`src/hw/rtl/assert_macros.svh`:
```
// ----------------------------------------------------------------------------
// Assertion macros
// Shared concurrent assertion forms, clocked on clk and disabled in reset.
// ----------------------------------------------------------------------------
`ifndef ASSERT_MACROS_SVH
`define ASSERT_MACROS_SVH

// Same-cycle implication.
`define ASSERT_IMPL(label, ante, cons) \
  label: assert property (@(posedge clk) disable iff (rst) (ante) |-> (cons)) \
    else $error("assertion failed");

// Next-cycle implication.
`define ASSERT_NEXT(label, ante, cons) \
  label: assert property (@(posedge clk) disable iff (rst) (ante) |=> (cons)) \
    else $error("assertion failed");

`endif

```
`src/hw/rtl/sws_pkg.sv`:
```
// ----------------------------------------------------------------------------
// Stack with search package
// Command and status codes and the sequencer state type.
// ----------------------------------------------------------------------------
package sws_pkg;

  localparam logic [1:0] CMD_PUSH   = 2'd0;
  localparam logic [1:0] CMD_POP    = 2'd1;
  localparam logic [1:0] CMD_SEARCH = 2'd2;

  localparam logic [1:0] STAT_OK      = 2'd0;
  localparam logic [1:0] STAT_EMPTY   = 2'd1;
  localparam logic [1:0] STAT_FULL    = 2'd2;
  localparam logic [1:0] STAT_MISSING = 2'd3;

  localparam int unsigned WORD_W = 32;
  localparam int unsigned CNT_OUT_W = 9;

  typedef enum logic [1:0] {
    S_IDLE,
    S_POP_WAIT,
    S_SCAN,
    S_RESULT
  } state_t;

endpackage

```
`src/hw/rtl/sws_ctrl.sv`:
```
// ----------------------------------------------------------------------------
// Stack sequencer
// Runs push and pop, and the top-down search through the single word comparator,
// and holds the result register.
// ----------------------------------------------------------------------------
module sws_ctrl import sws_pkg::*; #(
  parameter int unsigned DEPTH = 256,
  parameter int unsigned AW = 8,
  parameter int unsigned CW = 9
) (
  input  logic                        clk,
  input  logic                        rst,
  input  logic                        in_valid,
  output logic                        in_ready,
  input  logic [1:0]                  command,
  input  logic signed [WORD_W-1:0]    value,
  output logic                        out_valid,
  input  logic                        out_ready,
  output logic [1:0]                  status,
  output logic signed [WORD_W-1:0]    popped_value,
  output logic [CNT_OUT_W-1:0]        position,
  output logic [CNT_OUT_W-1:0]        occupancy,
  output logic                        wr_en,
  output logic [AW-1:0]               wr_addr,
  output logic [WORD_W-1:0]           wr_data,
  output logic [AW-1:0]               rd_addr,
  input  logic [WORD_W-1:0]           rd_data
);

  state_t                 state, state_next;
  logic [CW-1:0]          count, count_next;
  logic [AW-1:0]          idx, idx_next;
  logic [WORD_W-1:0]      key, key_next;
  logic [1:0]             res_status, res_status_next;
  logic [WORD_W-1:0]      res_popped, res_popped_next;
  logic [CNT_OUT_W-1:0]   res_pos, res_pos_next;
  logic                   load_out;
  logic                   full;
  logic                   empty;
  logic                   hit;

  assign full  = (count == CW'(DEPTH));
  assign empty = (count == '0);
  assign hit   = (rd_data == key);

  always_ff @(posedge clk) begin
    if (rst) begin
      state <= S_IDLE;
      count <= '0;
    end else begin
      state <= state_next;
      count <= count_next;
    end
  end

  always_ff @(posedge clk) begin
    idx        <= idx_next;
    key        <= key_next;
    res_status <= res_status_next;
    res_popped <= res_popped_next;
    res_pos    <= res_pos_next;
  end

  always_comb begin
    state_next      = state;
    count_next      = count;
    idx_next        = idx;
    key_next        = key;
    res_status_next = res_status;
    res_popped_next = res_popped;
    res_pos_next    = res_pos;
    wr_en           = 1'b0;
    wr_addr         = count[AW-1:0];
    wr_data         = value;
    rd_addr         = AW'(count - 1'b1);
    in_ready        = 1'b0;
    load_out        = 1'b0;
    unique case (state)
      S_IDLE: begin
        in_ready = 1'b1;
        if (in_valid) begin
          key_next        = value;
          res_status_next = STAT_OK;
          res_popped_next = '0;
          res_pos_next    = '0;
          state_next      = S_RESULT;
          unique case (command)
            CMD_PUSH: begin
              if (full) begin
                res_status_next = STAT_FULL;
              end else begin
                wr_en      = 1'b1;
                count_next = count + 1'b1;
              end
            end
            CMD_POP: begin
              if (empty) begin
                res_status_next = STAT_EMPTY;
              end else begin
                count_next = count - 1'b1;
                state_next = S_POP_WAIT;
              end
            end
            CMD_SEARCH: begin
              if (empty) begin
                res_status_next = STAT_EMPTY;
              end else begin
                idx_next   = AW'(count - 1'b1);
                state_next = S_SCAN;
              end
            end
            default: begin
              res_status_next = STAT_OK;
            end
          endcase
        end
      end
      S_POP_WAIT: begin
        res_popped_next = rd_data;
        state_next      = S_RESULT;
      end
      S_SCAN: begin
        // Prefetch the entry below while the current one is compared.
        rd_addr = idx - 1'b1;
        if (hit) begin
          res_pos_next = CNT_OUT_W'(count - CW'(idx));
          state_next   = S_RESULT;
        end else if (idx == '0) begin
          res_status_next = STAT_MISSING;
          state_next      = S_RESULT;
        end else begin
          idx_next = idx - 1'b1;
        end
      end
      S_RESULT: begin
        if (!out_valid || out_ready) begin
          load_out   = 1'b1;
          state_next = S_IDLE;
        end
      end
      default: begin
        state_next = S_IDLE;
      end
    endcase
  end

  always_ff @(posedge clk) begin
    if (rst) begin
      out_valid <= 1'b0;
    end else if (load_out) begin
      out_valid <= 1'b1;
    end else if (out_ready) begin
      out_valid <= 1'b0;
    end
  end

  always_ff @(posedge clk) begin
    if (load_out) begin
      status       <= res_status;
      popped_value <= res_popped;
      position     <= res_pos;
      occupancy    <= CNT_OUT_W'(count);
    end
  end

endmodule

```
`config.mk`:
```
export PLATFORM = sky130hd
export DESIGN_NAME = sws_ctrl
export DESIGN_NICKNAME = d
export VERILOG_FILES = /design/src/hw/rtl/assert_macros.svh /design/src/hw/rtl/sws_pkg.sv /design/src/hw/rtl/sws_ctrl.sv
export SDC_FILE = /design/constraint.sdc
export NUM_CORES = 1
export LEC_CHECK = 0
export BUFFER_PORTS_ARGS = -buffer_cell sky130_fd_sc_hd__buf_2
export CAP_MARGIN = 20
export CELL_PAD_IN_SITES_DETAIL_PLACEMENT = 1
export CELL_PAD_IN_SITES_GLOBAL_PLACEMENT = 2
export CORE_ASPECT_RATIO = 1.75
export CORE_MARGIN = 1.5
export CORE_UTILIZATION = 35
export DETAILED_ROUTE_END_ITERATION = 8
export PLACE_DENSITY_LB_ADDON = 0.2
export SLEW_MARGIN = 0
export SYNTH_ARGS = -nofsm -noshare
export SYNTH_HDL_FRONTEND = slang
export SYNTH_SLANG_ARGS = --single-unit
```
`constraint.sdc`:
```
create_clock -name clk -period 3.9 [get_ports clk]
set_input_delay 0.78 -clock clk [delete_from_list [all_inputs] [get_ports clk]]
set_output_delay 0.78 -clock clk [all_outputs]
set_load 0.02 [all_outputs]
```
# Yosys cells after proc, flatten, opt, wreduce, memory -nomap -nowiden
# Cells that the tools add are included.
# classes
n_reduce_logical,18
n_mux,38
add_sub_neg,4
n_eq_ne,18
# ops
operator,count
$pmux W32 S2,1
$mux W8,6
$mux W9,4
$pmux W9 S2,2
$eq A32 B32 Y1,1
$mux W32,1
$ne A2 B2 Y1 const B,9
$mux W2,8
$pmux W8 S2,1
$pmux W2 S2,3
$mux W1,11
$add A9 B1 Y9 const B,1
$eq A9 B9 Y1 const B,1
$logic_not A9 Y1,1
$sub A9 B1 Y9 const B,1
$sub A9 B8 Y9,1
$logic_not A8 Y1,1
$pmux W2 S4,1
$reduce_bool A2 Y1,4
$sub A8 B1 Y8 const B,1
$eq A2 B2 Y1 const B,3
$reduce_and A3 Y1,2
$reduce_and A6 Y1,1
$reduce_and A5 Y1,1
9 further kinds,12
# totals
regBits,147
word_cells,90
output_inout_bits,103

# Depth between registers and ports, before layout
# Gate-level depths: netlist of run 1.
# logic_depth
depth_word,5
depth_mapped,10
mapped_depth_nobuf,9

# Worst setup path after synthesis of run 1
# Ideal clock, no wire load.
# synth_timing
kind,in2reg
start,in out_ready
end,"reg occupancy[0], enable pin"
slack_ns,0.266
cell_stages,2
arrival_time_ns,3.166
setup_ns,0.468
required_time_ns,3.432
path_cell_list,nor2b_1 nor2b_1
# synth_via
elab_chain_cells,3
# synth_rtl
element,line,source
start: declaration,sws_ctrl.sv:18,"input logic out_ready,"
$logic_or A1 B1 Y1,sws_ctrl.sv:136,if (!out_valid || out_ready) begin
$mux W1,sws_ctrl.sv:136,
$mux W1,sws_ctrl.sv:78,unique case (state)
named net load_out,sws_ctrl.sv:37,logic load_out;
end signal: assignment,sws_ctrl.sv:162,occupancy <= CNT_OUT_W'(count);
end: declaration,sws_ctrl.sv:22,"output logic [CNT_OUT_W-1:0] occupancy,"
# The timed path passes the listed nets, and every way through them passes these cells.
# A chain may end at the register's enable or synchronous reset.

# Worst setup path in the final report of run 1
# layout_timing
start,reg count[1]
end,out rd_addr[6]
# layout_via
elab_chain_cells,2
# layout_rtl
element,line,source
start: declaration,sws_ctrl.sv:31,"logic [CW-1:0] count, count_next;"
start signal: assignment,sws_ctrl.sv:52,count <= count_next;
$sub A9 B1 Y9,sws_ctrl.sv:75,rd_addr = AW'(count - 1'b1);
$mux W8,sws_ctrl.sv:78,
end: declaration,sws_ctrl.sv:26,"output logic [AW-1:0] rd_addr,"
# No other way between the ends.

==> results of run 1 <==
-- power groups by stage --
| stage | combinational, µW | clock, µW | sequential (µW) |
|---|---|---|---|
| floorplan | 1040 | 0 | 2530 |
| CTS | 1620 | 1630 | 2480 |
| finish | 1570 | 1580 | 2470 |
| global placement | 1570 | 0 | 2490 |
| global route | 1740 | 1700 | 2510 |
| detailed placement | 1620 | 0 | 2510 |
-- per-layer routing --
| layer | GRT usage, % | routed length, µm |
|---|---|---|
| met5 | 0 | 0 |
| met4 | 8.16 | 500 |
| met3 | 7.04 | 1150 |
| met2 | 31.2 | 8680 |
| met1 | 13.7 | 4730 |
-- worst min-delay path by stage --
stage | end | startpoint | depth (start not counted) | slack, ns
floorplan | popped_value[0] | res_popped[0] | 0 | 0.40
global placement | position[0] | res_pos[0] | 0 | 0.40
detailed placement | popped_value[28] | res_popped[28] | 0 | 0.41
CTS | popped_value[3] | res_popped[3] | 0 | 0.41
global route | popped_value[9] | res_popped[9] | 0 | 0.42
finish | popped_value[3] | res_popped[3] | 0 | 0.41
-- area by class of cell --
cell class | instances | area, µm² | share of cell area [%]
Clock buffer | 19 | 433 | 5.38
Clock inverter | 12 | 133 | 1.65
Inverter | 19 | 71.3 | 0.886
Multi-Input combinational cell | 277 | 1880 | 23.4
Sequential cell | 147 | 4290 | 53.4
Tap cell | 238 | 298 | 3.70
Timing Repair Buffer | 180 | 933 | 11.6
-- worst reg2reg max path: stages (launching register included) --
cell and delay, ns:
sky130_fd_sc_hd__dfxtp_1 0.33, sky130_fd_sc_hd__inv_1 0.11, sky130_fd_sc_hd__ha_1 0.73, sky130_fd_sc_hd__buf_4 0.32, sky130_fd_sc_hd__o21ai_0 0.09, sky130_fd_sc_hd__a21oi_1 0.69
-- kinds of logic after synthesis --
group | Yosys count | share of synthesized area [%]
mux | 6 | 0.926
fa+ha+maj | 21 | 4.08
buf+inv | 75 | 6.82
flops | 147 | 64.9
compound gates | 51 | 4.72
simple gates | 147 | 11.7
xor+xnor | 52 | 6.88
-- Yosys cell counts, drive strengths merged, types with 2 or more instances --
cell type	count	share of area [%]
o211ai	2	0.23
clkbuf	11	0.62
a211oi	5	0.57
nor3	9	0.85
nor4	3	0.28
a21o	3	0.34
o21ai	13	0.98
nor2b	7	0.66
inv	18	1.0
a22oi	3	0.34
o22ai	4	0.38
a21oi	15	1.1
buf	45	5.1
nor2	32	1.9
o41ai	2	0.26
dfxtp	12	3.6
and2	36	3.4
nand2b	5	0.47
nor3b	3	0.34
nand4	12	1.1
nand3	8	0.60
ha	20	3.8
nand2	27	1.5
mux2i	5	0.76
xnor2	49	6.5
edfxtp	135	61
xor2	3	0.40
o21a	2	0.23
-- flip-flops by register name, indices dropped and copies added, names as in the netlist --
| signal | cells |
|---|---|
| occupancy | 9 |
| res_pos | 9 |
| count | 9 |
| res_popped | 32 |
| popped_value | 32 |
| out_valid | 1 |
| idx | 8 |
| position | 9 |
| key | 32 |
| state | 2 |
| status | 2 |
| res_status | 2 |
-- per-stage QoR --
stage                     utilization [%]  cell area, µm²  setup slack [ns]  power [µW]
final                                43.3            8050             0.655        5620
after detailed placement             40.3            7480              1.05        4120
after floorplan                         -            6620             0.266        3570
after CTS                            43.3            8050             0.617        5730
after global placement               40.3            7480              1.13        4050
after global routing                 43.3            8050             0.444        5940
==> run summary, run 1 <==
sum of negative setup slack = 0 ns
critical-path cell list = inv_1, ha_1, or3b_1, nor3_1, xnor2_1, mux2i_1, buf_2
depth of the most critical reg-to-reg path = 5
cell with the largest stage delay on the worst path = sky130_fd_sc_hd__or3b_1
startpoint of the most critical register-to-register path = state[0]
share of async-settable or async-resettable flops after synthesis = 0%
total wire length = 15.1 mm
sequential share of power = 44.0%
# Max-Cap Violations = 0
vias in the first global route = 4481
sequential share of the synthesized area = 64.9%
Rows = 66
yosys warns = 0
diodes inserted = 0
path type of the worst min-delay path = reg -> reg
data arrival at the endpoint of the critical path = 2.47 ns
Die Y-Extent = 185 µm
most common cell after layout, fill and taps aside = sky130_fd_sc_hd__buf_2
leak pwr = 0.00313 µW
endpoint class of the critical path = output port
hold_ws = 0.412 ns
area grow syn2layout = 21.5%
top-level port count = 173
clock net sink count = 147
Die Footprint = 19800 µm²
leading cell types in the layout, fill and taps excluded = 172 x sky130_fd_sc_hd__buf_2, 135 x sky130_fd_sc_hd__edfxtp_1, 49 x sky130_fd_sc_hd__xnor2_1
Max IR drop VDD = 497 µV
Worst setup endpoint = rd_addr[6]
DR DRC count = 0
transition time at the pin with the least slew margin = 0.879 ns
number of vias in the routed layout = 4195
start point of the critical path = count[1]
number of cells after detailed placement = 861
net total in the final layout = 733
endpoint of the worst-slack reg-to-reg timing path = idx[4]
1st-iter DRT viols = 82
post-layout instance count excluding filler cells = 892
final worst-path cycle share = 83.2%
ys flop type = sky130_fd_sc_hd__edfxtp_1
residual overflow from global routing = 0
Power Dens Cells = 699 nW/µm²
H-tree lvl count = 4
required time of the worst setup path = 3.12 ns
distinct cell type count after synthesis = 43
share of power burned in the clock network = 28.1%
number of instances resized during post-cts repair = 0
setup bufs post-CTS = 0
effective utilization at floorplan = 35.6%
Detail Placement HPWL = 11.8 mm
Slew Limit Headroom = 41.4%
GRT Total Usage = 16.2%
worst clock skew on the final layout = 0.00778 ns
Post-Synthesis Mean Instance Area = 13.3 µm²
internal reg-to-reg setup slack = 1.24 ns
gate family responsible for the most delay along the worst path = simple AND/OR/NAND/NOR gates
number of port buffers = 172
wire length of the first global-routing pass = 23.3 mm
share of cells above drive strength 1 = 32.4%
internal power = 3800 µW
count of endpoints failing setup in the final report = 0
reported net switching power = 1820 µW
number of antenna violations at the first check in global routing = 0
TritonCTS clock tree = built
combinational group share of total power = 28.0%
CTS Root Buffer Type = sky130_fd_sc_hd__clkbuf_16
crit path max fanout = 7
post-synth design cell area = 6620 µm²
critical path depth = 7
Bufs on Longest Clock Path = 2
Worst Path Buf+Inv = 2
number of enable flip-flop cells after synthesis = 135
max-slew violation count = 0
antenna violation net count after detailed routing = 0
CP Class = reg -> out
post-synthesis sequential element count = 147
delay contributed by the slowest stage of the critical path = 0.50 ns
CTS clk-pin slew, worst paths = 0.06 ns
switching portion of total power = 32.4%
Floorplan Core Area = 18600 µm²
setup repair after global routing missed its margin = false
nets in the synthesized netlist = 590
outcome = completed
gate count after technology mapping = 499
final hold violation count = 0
Worst-Skew Late Latency = 0.43 ns
Vias per Instance = 4.70
wire length per cell = 16.9 µm
clock buffers created by TritonCTS = 17
Die Width = 107 µm
TritonRoute pass-1 iters = 4
largest net degree at the start of global routing = 37
Post-CTS Hold Fix Bufs = 0
maximum frequency from static timing analysis = 308 MHz
category of the worst setup path launch point = flip-flop
weighted congestion at the end of routability-driven global placement = 0.803
filler cell count = 2004
final critical path time including I/O delays and setup = 3.25 ns
Note: power is estimated with default switching activity, not from simulation.
==> inputs of run 2 (changes only) <==
==> constraint.sdc (replaced) <==
create_clock -name clk -period 3 [get_ports clk]
set_input_delay 0.6 -clock clk [delete_from_list [all_inputs] [get_ports clk]]
set_output_delay 0.6 -clock clk [all_outputs]
set_load 0.02 [all_outputs]
==> run 2 against run 1 <==
Wire length is 0.72% higher. First-iteration DRC count decreased by 2.4%. Combinational power is 33% higher. Sequential power grew 30%. Global-route usage shrank 0.053 points. Core utilization increased by 0.55 points. Count of clock-buffer cells in the layout is 1 lower. Hold slack got worse by 0.053 ns. Clock power rose by 41%. Critical path type unchanged.
==> run summary, run 2 (synthesis gave the netlist of run 1 again) <==
TritonCTS clock tree = built
sum of negative setup slack = 0 ns
final worst-path cycle share = 94.8%
CP Class = reg -> out
diodes inserted = 0
clock net sink count = 147
final critical path time including I/O delays and setup = 2.84 ns
max-slew violation count = 0
residual overflow from global routing = 0
# Max-Cap Violations = 0
Worst-Skew Late Latency = 0.42 ns
required time of the worst setup path = 2.40 ns
crit path max fanout = 7
placed cell areas = 7500 µm²
Slew Limit Headroom = 51.7%
antenna violation net count after detailed routing = 0
setup bufs post-CTS = 0
depth of the most critical reg-to-reg path = 7
outcome = completed
Worst Path Buf+Inv = 2
delay contributed by the slowest stage of the critical path = 0.44 ns
gate family responsible for the most delay along the worst path = simple AND/OR/NAND/NOR gates
critical path depth = 7
leak pwr = 0.00319 µW
1st-iter DRT viols = 80
Hold Path Cell Cnt = 1
net total in the final layout = 738
share of cells above drive strength 1 = 34.2%
vias in the first global route = 4559
internal reg-to-reg setup slack = 0.57 ns
endpoint class of the critical path = output port
data arrival at the endpoint of the critical path = 2.24 ns
Vias per Instance = 4.69
H-tree lvl count = 4
Sequential Area = 4290 µm²
final hold violation count = 0
post-route design area = 8150 µm²
CTS Root Buffer Type = sky130_fd_sc_hd__clkbuf_16
wire length of the first global-routing pass = 23.5 mm
Die Width = 107 µm
switching portion of total power = 31.6%
transition time at the pin with the least slew margin = 0.724 ns
number of antenna violations at the first check in global routing = 0
share of power burned in the clock network = 29.6%
filler cell count = 1996
GRT Total Usage = 16.2%
setup repair after global routing missed its margin = false
number of vias in the routed layout = 4210
cell with the largest stage delay on the worst path = sky130_fd_sc_hd__or3b_4
count of endpoints failing setup in the final report = 0
Floorplan Core Area = 18600 µm²
TritonRoute pass-1 iters = 4
category of the worst setup path launch point = flip-flop
weighted congestion at the end of routability-driven global placement = 0.824
worst clock skew on the final layout = 0.00834 ns
Bufs on Longest Clock Path = 2
maximum frequency from static timing analysis = 352 MHz
largest registers in the final layout = key (32), popped_value (32), res_popped (32)
Die Footprint = 19800 µm²
Detail Placement HPWL = 11.7 mm
largest net degree at the start of global routing = 34
Die Y-Extent = 185 µm
reported net switching power = 2380 µW
wire length per cell = 16.9 µm
sequential share of power = 42.7%
setup slack at placement = 0.384 ns
area grow syn2layout = 23.0%
multi-input logic area = 1910 µm²
critical-path cell list = inv_2, ha_2, or3b_4, nor3_2, xnor2_1, mux2i_1, buf_4
number of port buffers = 172
top-level port count = 173
effective utilization at floorplan = 35.6%
Setup WS post-layout = 0.155 ns
CTS clk-pin slew, worst paths = 0.06 ns
Power Dens Cells = 924 nW/µm²
most common cell after layout, fill and taps aside = sky130_fd_sc_hd__buf_2
combinational group share of total power = 27.7%
total wire length = 15.2 mm
clock buffers created by TritonCTS = 17
Max IR drop VDD = 396 µV
Rows = 66
DR DRC count = 0
internal power = 5150 µW
leading cell types in the layout, fill and taps excluded = 171 x sky130_fd_sc_hd__buf_2, 135 x sky130_fd_sc_hd__edfxtp_1, 48 x sky130_fd_sc_hd__xnor2_1
path type of the worst min-delay path = in -> reg
## run 2: repair_timing
item | CTS | global route
pin swaps | 0 | 0
endpoints found under the setup margin | 1 | 8
hold buffers | 0 | 0
resized for setup | 1 | 8
cloned | 0 | 0
## run 2: layout make-up
class                   instances  area share (%)
multi-input cells             277            23.4
repair buffers                185            11.8
clock buffers                  18            5.27
well taps                     238            3.66
inverters                      19           0.875
flip-flops and latches        147            52.7
clock inverters                14            2.27
## run 2: final timing paths
path / from / end
min reg2reg: res_popped[25] / popped_value[25]
min: value[0] / key[0]
max reg2reg: count[2] / res_pos[8]
max: count[0] / rd_addr[6]
## run 2: power groups by stage
stage | combinational, µW | sequential, µW | clock, µW
final | 2090 | 3210 | 2230
after global placement | 2040 | 3230 | 0
after global routing | 2310 | 3270 | 2370
after floorplan | 1350 | 3290 | 0
after CTS | 2120 | 3220 | 2290
after detailed placement | 2100 | 3260 | 0
## run 2: worst register-to-register path: cells and delay by family (launching register included)
kind / cells / cell delay [ns]
adder cells (fa/ha/maj): 1 / 0.35
AO/OA/AOI/OAI: 3 / 0.71
flip-flops: 1 / 0.62
multiplexers: 1 / 0.14
AND/OR/NAND/NOR: 2 / 0.35
## run 2: per-stage QoR
stage	total power (µW)	instances	util [%]	hold WS, ns
6_report	7530	898	43.8	0.359
5_1_grt	7950	898	43.8	0.341
4_1_cts	7630	898	43.7	0.338
3_5_place_dp	5360	866	40.4	0.406
3_3_place_gp	5280	866	40.4	0.401
2_1_floorplan	4640	499	-	0.400
## run 2: routing by layer
layer / track usage, % / up-vias / part of all wire [%]
met4: 9.71 / 0 / 4.5
met3: 5.45 / 33 / 6.6
met2: 30.5 / 146 / 57
met5: 0 / - / 0
li1: - / 2024 / -
met1: 14.5 / 2007 / 32
